$ cat src/jst_pkg.sv
package jst_pkg;

  // Parser modes
  typedef enum logic [3:0] {
    MD_VALUE     = 4'd0,
    MD_ARR_FIRST = 4'd1,
    MD_OBJ_FIRST = 4'd2,
    MD_KEY       = 4'd3,
    MD_STR_KEY   = 4'd4,
    MD_ESC_KEY   = 4'd5,
    MD_STR_VAL   = 4'd6,
    MD_ESC_VAL   = 4'd7,
    MD_PRIM      = 4'd8,
    MD_COLON     = 4'd9,
    MD_AFTER     = 4'd10,
    MD_DONE      = 4'd11
  } mode_t;

  localparam logic [1:0] TY_OBJECT = 2'd0;
  localparam logic [1:0] TY_ARRAY  = 2'd1;
  localparam logic [1:0] TY_STRING = 2'd2;
  localparam logic [1:0] TY_PRIM   = 2'd3;

  localparam logic [2:0] ST_OK       = 3'd0;
  localparam logic [2:0] ST_BAD      = 3'd1;
  localparam logic [2:0] ST_UNENDED  = 3'd2;
  localparam logic [2:0] ST_DEEP     = 3'd3;
  localparam logic [2:0] ST_CAPACITY = 3'd4;

  localparam logic [7:0] CH_QUOTE  = 8'h22;
  localparam logic [7:0] CH_BSLASH = 8'h5C;
  localparam logic [7:0] CH_COMMA  = 8'h2C;
  localparam logic [7:0] CH_COLON  = 8'h3A;
  localparam logic [7:0] CH_LBRACE = 8'h7B;
  localparam logic [7:0] CH_LBRACK = 8'h5B;
  localparam logic [7:0] CH_RBRACK = 8'h5D;
  localparam logic [7:0] CH_RBRACE = 8'h7D;

  // Record bits carried on tdata (everything but last_result)
  localparam int REC_BITS = 86;

  // One output record
  typedef struct packed {
    logic        last_result;
    logic [15:0] token_total;
    logic [2:0]  status_code;
    logic [15:0] child_count;
    logic [15:0] end_offset;
    logic [15:0] start_offset;
    logic [1:0]  token_type;
    logic [15:0] token_index;
    logic        record_kind;
  } rec_t;

  // Stack operation sent down the cell row
  typedef struct packed {
    logic push;
    logic pop;
    logic bump;
  } stk_op_t;

  function automatic logic is_ws(input logic [7:0] c);
    return c == 8'h20 || c == 8'h09 || c == 8'h0D || c == 8'h0A;
  endfunction

  function automatic logic is_term(input logic [7:0] c);
    return c == CH_COMMA || c == CH_RBRACK || c == CH_RBRACE || c == CH_COLON;
  endfunction

endpackage

$ cat src/jst_cell.sv
// One stack entry. Push shifts entries down the row, pop shifts them up;
// only the top cell counts children.
module jst_cell
  import jst_pkg::*;
#(
  parameter int OFFSET_BITS = 16
) (
  input  logic                   clk,
  input  stk_op_t                op,
  input  logic                   is_top,
  input  logic [15:0]            up_index,
  input  logic [OFFSET_BITS-1:0] up_start,
  input  logic [15:0]            up_children,
  input  logic                   up_obj,
  input  logic [15:0]            dn_index,
  input  logic [OFFSET_BITS-1:0] dn_start,
  input  logic [15:0]            dn_children,
  input  logic                   dn_obj,
  output logic [15:0]            index,
  output logic [OFFSET_BITS-1:0] start,
  output logic [15:0]            children,
  output logic                   obj
);

  always_ff @(posedge clk) begin
    if (op.push) begin
      index    <= up_index;
      start    <= up_start;
      children <= up_children;
      obj      <= up_obj;
    end else if (op.pop) begin
      index    <= dn_index;
      start    <= dn_start;
      children <= dn_children;
      obj      <= dn_obj;
    end else if (op.bump && is_top) begin
      children <= children + 16'd1;
    end
  end

endmodule

$ cat src/jst_stack.sv
// Container stack as a row of cells, top of stack in cell 0.
module jst_stack
  import jst_pkg::*;
#(
  parameter int MAX_DEPTH   = 64,
  parameter int OFFSET_BITS = 16
) (
  input  logic                   clk,
  input  stk_op_t                op,
  input  logic [15:0]            new_index,
  input  logic [OFFSET_BITS-1:0] new_start,
  input  logic                   new_obj,
  output logic [15:0]            top_index,
  output logic [OFFSET_BITS-1:0] top_start,
  output logic [15:0]            top_children,
  output logic                   top_obj
);

  logic [15:0]            c_index    [MAX_DEPTH+1];
  logic [OFFSET_BITS-1:0] c_start    [MAX_DEPTH+1];
  logic [15:0]            c_children [MAX_DEPTH+1];
  logic                   c_obj      [MAX_DEPTH+1];

  // Spare bottom slot feeds pops with don't-care data
  assign c_index[MAX_DEPTH]    = '0;
  assign c_start[MAX_DEPTH]    = '0;
  assign c_children[MAX_DEPTH] = '0;
  assign c_obj[MAX_DEPTH]      = 1'b0;

  for (genvar i = 0; i < MAX_DEPTH; i++) begin : g_cell
    logic [15:0]            u_i;
    logic [OFFSET_BITS-1:0] u_s;
    logic [15:0]            u_c;
    logic                   u_o;
    if (i == 0) begin : g_head
      assign u_i = new_index;
      assign u_s = new_start;
      assign u_c = '0;
      assign u_o = new_obj;
    end else if (i == 1) begin : g_second
      // Parent moving down counts the container opened this cycle
      assign u_i = c_index[0];
      assign u_s = c_start[0];
      assign u_c = c_children[0] + {15'd0, op.bump};
      assign u_o = c_obj[0];
    end else begin : g_body
      assign u_i = c_index[i-1];
      assign u_s = c_start[i-1];
      assign u_c = c_children[i-1];
      assign u_o = c_obj[i-1];
    end
    jst_cell #(.OFFSET_BITS(OFFSET_BITS)) u_cell (
      .clk        (clk),
      .op         (op),
      .is_top     (i == 0),
      .up_index   (u_i),
      .up_start   (u_s),
      .up_children(u_c),
      .up_obj     (u_o),
      .dn_index   (c_index[i+1]),
      .dn_start   (c_start[i+1]),
      .dn_children(c_children[i+1]),
      .dn_obj     (c_obj[i+1]),
      .index      (c_index[i]),
      .start      (c_start[i]),
      .children   (c_children[i]),
      .obj        (c_obj[i])
    );
  end

  assign top_index    = c_index[0];
  assign top_start    = c_start[0];
  assign top_children = c_children[0];
  assign top_obj      = c_obj[0];

endmodule

$ cat config.mk
export PLATFORM = sky130hd
export DESIGN_NAME = jst_stack
export DESIGN_NICKNAME = d
export VERILOG_FILES = /design/src/jst_pkg.sv /design/src/jst_cell.sv /design/src/jst_stack.sv
export SDC_FILE = /design/constraint.sdc
export NUM_CORES = 2
export LEC_CHECK = 0
export ABC_AREA = 0
export BUFFER_PORTS_ARGS = -buffer_cell sky130_fd_sc_hd__buf_2
export CAP_MARGIN = 20
export CORE_ASPECT_RATIO = 0.7
export CORE_MARGIN = 4
export CORE_UTILIZATION = 27
export CTS_BUF_LIST = sky130_fd_sc_hd__clkbuf_16
export CTS_CLUSTER_SIZE = 25
export DETAILED_ROUTE_END_ITERATION = 10
export HOLD_SLACK_MARGIN = 0.1
export PLACE_DENSITY_LB_ADDON = 0.05
export SYNTH_ARGS = -nofsm -noshare
export SYNTH_HDL_FRONTEND = slang
export SYNTH_SLANG_ARGS = --single-unit
$ cat constraint.sdc
create_clock -name clk -period 114.7 [get_ports clk]
set_input_delay 34.41 -clock clk [delete_from_list [all_inputs] [get_ports clk]]
set_output_delay 34.41 -clock clk [all_outputs]
set_load 0.005 [all_outputs]
# [Yosys cells after proc, flatten, opt, wreduce, memory -nomap -nowiden]
# Cells that the tools add are included.
[totals] ff_bits=3136 in_bits=37 output_inout_bits=49
[op_classes] add_sub_neg=2 muxes=510 reduce_logical=2
[ops] cell="$mux W16" n=382
[ops] cell="$mux W1" n=128
[ops] cell="$add A16 B1 Y16" n=1
[ops] cell="$add A16 B1 Y16 const B" n=1
[ops] cell="$reduce_bool A2 Y1" n=2

# [Logic depth before layout (Yosys ltp)]
[logic_depth] ltp_word=3 depth_mapped=6 ltp_nobuf=6

# [Cells and area by module]
# A second synthesis with hierarchy kept.
[hier_totals] cells_unflattened=11704 hier_area_um2=159067.6
[by_module_without_submodules] module="jst_cell at g_cell[0].u_cell ..." instances=48 cells_per_inst=184 area_per_inst_um2=2497.4 seq_area_each_um2=1471.4
[by_module_without_submodules] module="jst_cell at g_cell[53].u_cell ..." instances=15 cells_per_inst=177 area_per_inst_um2=2429.8 seq_area_each_um2=1471.4
[by_module_without_submodules] module="jst_cell at g_cell[9].u_cell" instances=1 cells_per_inst=178 area_per_inst_um2=2452.4 seq_area_each_um2=1471.4
[by_module_without_submodules] module="jst_stack" instances=1 cells_per_inst=39 area_per_inst_um2=292.8 seq_area_each_um2=0.0

# [Least setup slack after synthesis]
# OpenSTA, ideal clock, no wires.
[synth_path] kind="in2reg" start="input op[1] (netlist bit)" end="register g_cell[0].u_cell.children[13]" setup_ns=0.183 t_arrival_ns=75.120 setup_slack_ns=39.398 cell_stages=4 path_buffers=1 path_cell_list="clkbuf_1 or2_2 or2_2 o22ai_1"
[synth_via] elab_chain_len=1 word_cells_on_any_way=2 classes_between="1 x mux; 1 x reduce/logical"
[synth_lines] item="from (decl)" line_no="jst_stack.sv:9" source="input stk_op_t op,"
[synth_lines] item="$mux W16 / $reduce_bool A2 Y1 (equally long branches)"
[synth_lines] item="to (signal assigned)" line_no="jst_cell.sv:29" source="children <= up_children;"
[synth_lines] item="to (signal assigned)" line_no="jst_cell.sv:34" source="children <= dn_children;"
[synth_lines] item="to (signal assigned)" line_no="jst_cell.sv:37" source="children <= children + 16'd1;"
[synth_lines] item="to (decl)" line_no="jst_cell.sv:21" source="output logic [15:0] children,"
# Several ways; a longest one is shown, not always the timed one.
# A chain may end at the register's enable or synchronous reset.

# [Worst setup path in the final report]
[layout_path] start="input op[2] (netlist bit)" end="register g_cell[60].u_cell.index[5] (enable)"
[layout_via] elab_chain_len=1
[layout_lines] item="$reduce_bool A2 Y1 (no line)"
[layout_lines] item="to (signal assigned)" line_no="jst_cell.sv:27" source="index <= up_index;"
[layout_lines] item="to (signal assigned)" line_no="jst_cell.sv:32" source="index <= dn_index;"
[layout_lines] item="to (decl)" line_no="jst_cell.sv:19" source="output logic [15:0] index,"
# No other way between the ends.

==> flow_metrics.tcl <==
set metrics [dict create \
    gp_congestion 0.6483 \
    timing.final.max_slew_violations 0 \
    powerDensity_nw_per_um2 19.75 \
    core.rowCount 214 \
    multi_input_area_um2 35680 \
    wirelength_mm 216.5 \
    root_buffer_cell "sky130_fd_sc_hd__clkbuf_16" \
    wl_per_cell_um 15.87 \
    final.fill_count 46920 \
    cts_max_path_buffers 4 \
    clk-insertion-delay-late_ns 0.92 \
    netlist_area_um2 131900 \
    synthesis.instances 6795 \
    die_area_um2 499800 \
    clkTransAtPathRegs_ns 0.06 \
    endpoint_kind "flop" \
    via_density_per_instance 4.221 \
    worst_pin_slew_ns 1.073 \
    postCtsSetupBuffers 0 \
    synth-seq-area-share 0.7129 \
    cts_tree "built" \
    number_of_global_route_vias_before_repair 61670 \
    synth.largest_area_cell "sky130_fd_sc_hd__edfxtp_1" \
    grt_usage 0.08379 \
    detailedPlace.worstSlack_ns 72.55 \
    floorplan.initialDensity 0.2713 \
    cts_num_sinks 3136 \
    min_period_over_period 0.3564 \
    skew_ns 0.03831 \
    timing.critical_path.mode_cell "sky130_fd_sc_hd__buf_4" \
    pin_count 86 \
    fmax_mhz 24.46 \
    commonest_cells_after_routing_fill_and_taps_aside "3120 x sky130_fd_sc_hd__edfxtp_1, 3057 x sky130_fd_sc_hd__mux2_2, 358 x sky130_fd_sc_hd__clkbuf_16" \
    rr_worst_depth 6 \
    cts-htree-levels 5 \
    worst-endpoint-required_ns 115.23 \
    irDropWorstVdd_mv 0.01202 \
    synthDominantCellAreaShare 0.7105 \
    final_cell_area_um2 149300 \
    cp.arrival_ns 41.41 \
    global_route.overflow_total 0 \
    post-dp-hpwl_mm 121.2 \
    min_period_ns 40.88 \
    layout_commonest_cell "sky130_fd_sc_hd__edfxtp_1" \
    placement.io_buffers 85 \
    chipWidth_um 843.3 \
    setup_total_negative_slack_ns 0 \
    num-nets-final 6948 \
    hold_viol 0 \
    grt_max_degree 183 \
    die-height_um 592.7 \
    power_leakage_nw 50.89 \
    synthesized_area_divided_by_synthesized_cell_count_um2 19.41 \
    warnings_from_yosys 0 \
    grt_first_pass_wirelength_mm 352.3 \
    initialDrtViolationCount 3565 \
    postRouteAntennaNets 0 \
    antenna_violations_before_repair 14 \
    final_setup_margin_ns 73.82 \
    synth.net_count 6835 \
    worstPathCellList "buf_12 -> or2_4 -> buf_4 -> buf_4 -> buf_4 -> buf_4 -> buf_4 -> buf_4 -> buf_4" \
    result_of_the_run "finished, final reports clean" \
    cp_slowest_cell "sky130_fd_sc_hd__buf_4" \
    post-route-drc-count 0 \
    core_um2 486000 \
    timing.critical_path.fanout_max 171 \
    cap_violations 0 \
    top_cells_by_area_synth "sky130_fd_sc_hd__edfxtp_1 71%, sky130_fd_sc_hd__mux2_2 26%, sky130_fd_sc_hd__buf_2 1.3%, sky130_fd_sc_hd__buf_4 0.28%, sky130_fd_sc_hd__dfxtp_1 0.24%" \
    ctsResizeCount 0 \
    flops_latches_synth 3136 \
    worst_hold_path_type "reg -> reg" \
    count_of_hold_fix_buffers_inserted_at_cts 0 \
    hold-path-cell-count 1 \
    drive_above_1_share 0.5126 \
    cp_slowest_stage_delay_ns 0.86 \
    synth.distinct_cells 37 \
    detail_route.first_pass.iterations 5 \
    final-setup-viol-count 0 \
    placedInstanceArea_um2 139000 \
    max_slew_headroom 0.2849 \
    regArea_um2 94010 \
    numCtsBuffers 351 \
    vias 57600 \
    worstSetupStartpointType "input port" \
    unrepaired_setup_endpoints_after_global_routing "no" \
    layout-area-overhead-vs-synth_pct 13.25 \
    crit_type "in -> reg" \
]
[per-stage QoR]
step | cells | util | power, mW | hold slack (ns)
finish | 13640 | 0.3073 | 2.950 | 0.5327
global route | 13640 | 0.3073 | 3.116 | 0.5544
CTS | 13640 | 0.3072 | 3.022 | 0.5475
global placement | 13030 | 0.2859 | 1.930 | 0.5281
floorplan | 6795 | - | 1.929 | 0.4670
detailed placement | 13030 | 0.2859 | 1.945 | 0.5346
[synthesized netlist by cell type]
| library cell | count |
|---|---|
| sky130_fd_sc_hd__xor2_1 | 1 |
| sky130_fd_sc_hd__o22ai_1 | 2 |
| sky130_fd_sc_hd__xnor2_1 | 27 |
| sky130_fd_sc_hd__nor3_1 | 8 |
| sky130_fd_sc_hd__inv_1 | 2 |
| sky130_fd_sc_hd__buf_6 | 1 |
| sky130_fd_sc_hd__or3_1 | 1 |
| sky130_fd_sc_hd__and3_1 | 2 |
| sky130_fd_sc_hd__nand2_1 | 4 |
| sky130_fd_sc_hd__a311oi_1 | 1 |
| sky130_fd_sc_hd__o21ai_0 | 1 |
| sky130_fd_sc_hd__nand3_2 | 1 |
| sky130_fd_sc_hd__mux2i_1 | 4 |
| sky130_fd_sc_hd__or2_2 | 2 |
| sky130_fd_sc_hd__a211oi_2 | 1 |
| sky130_fd_sc_hd__nand3_1 | 5 |
| sky130_fd_sc_hd__nor4_4 | 1 |
| sky130_fd_sc_hd__inv_2 | 1 |
| sky130_fd_sc_hd__nand4_4 | 1 |
| sky130_fd_sc_hd__nand4_2 | 3 |
| sky130_fd_sc_hd__edfxtp_1 | 3120 |
| sky130_fd_sc_hd__clkbuf_2 | 2 |
| sky130_fd_sc_hd__nor4_1 | 4 |
| sky130_fd_sc_hd__buf_1 | 3 |
| sky130_fd_sc_hd__nor2_1 | 33 |
| sky130_fd_sc_hd__and2_1 | 49 |
| sky130_fd_sc_hd__a211oi_1 | 7 |
| sky130_fd_sc_hd__ha_1 | 3 |
| sky130_fd_sc_hd__clkbuf_1 | 15 |
| sky130_fd_sc_hd__dfxtp_1 | 16 |
| sky130_fd_sc_hd__buf_2 | 339 |
| sky130_fd_sc_hd__nand2_2 | 1 |
| sky130_fd_sc_hd__buf_4 | 50 |
| sky130_fd_sc_hd__nor4_2 | 5 |
| sky130_fd_sc_hd__nand4_1 | 4 |
| sky130_fd_sc_hd__a21oi_1 | 18 |
| sky130_fd_sc_hd__mux2_2 | 3057 |
[flip-flops by register name, summed over array words and instances, names as in the netlist]
name	flops
g_cell.u_cell.children	1024
g_cell.u_cell.index	1024
g_cell.u_cell.start	1024
g_cell.u_cell.obj	64
[critical path: cells and delay by family]
kind                   cells  cell delay, ns
AND/OR/NAND/NOR            1            0.72
buffers and inverters      8            5.80
[power by group]
group | leakage (nW) | total [mW] | switching, mW | internal, mW
clock | 5.43 | 1.04 | 0.459 | 0.581
combinational | 13.3 | 0.268 | 0.0937 | 0.174
sequential | 32.1 | 1.64 | 0.109 | 1.53
total | 50.9 | 2.95 | 0.662 | 2.29
[layer usage]
layer  vias up  wire (um)  global-route usage
met1     29400     110300              0.1230
met4         2       6709             0.02747
met3       424       8946             0.01727
li1      27150          -                   -
met2       624      90540              0.1230
met5         -         13                   0
[path summary, 6_finish.rpt]
path	startpoint	endpoint	slack, ns
hold / removal	g_cell[62].u_cell.start[4]	g_cell[63].u_cell.start[4]	0.53
setup / recovery	op[2]	g_cell[60].u_cell.index[5]	73.82
hold reg to reg	g_cell[62].u_cell.start[4]	g_cell[63].u_cell.start[4]	0.53
setup reg to reg	g_cell[0].u_cell.children[0]	g_cell[1].u_cell.children[10]	112.11
[final cells by class]
cell class | instances | share of cell area
inverter | 3 | 0.00007541
multi-input combinational | 3246 | 0.2389
clock inverter | 249 | 0.009041
tap | 6480 | 0.05429
sequential | 3136 | 0.6295
clock buffer | 358 | 0.05999
timing repair buffer | 170 | 0.008077
antenna | 2 | 0.00003351
[cell families after synthesis]
logic type / after synthesis / synth area share
flops: 3136 / 0.7129
buf+inv: 413 / 0.01647
compound gates: 30 / 0.001376
fa+ha+maj: 3 / 0.0002847
simple gates: 124 / 0.005693
mux: 3061 / 0.2614
xor+xnor: 28 / 0.001860
(Power assumes the default switching activity.)
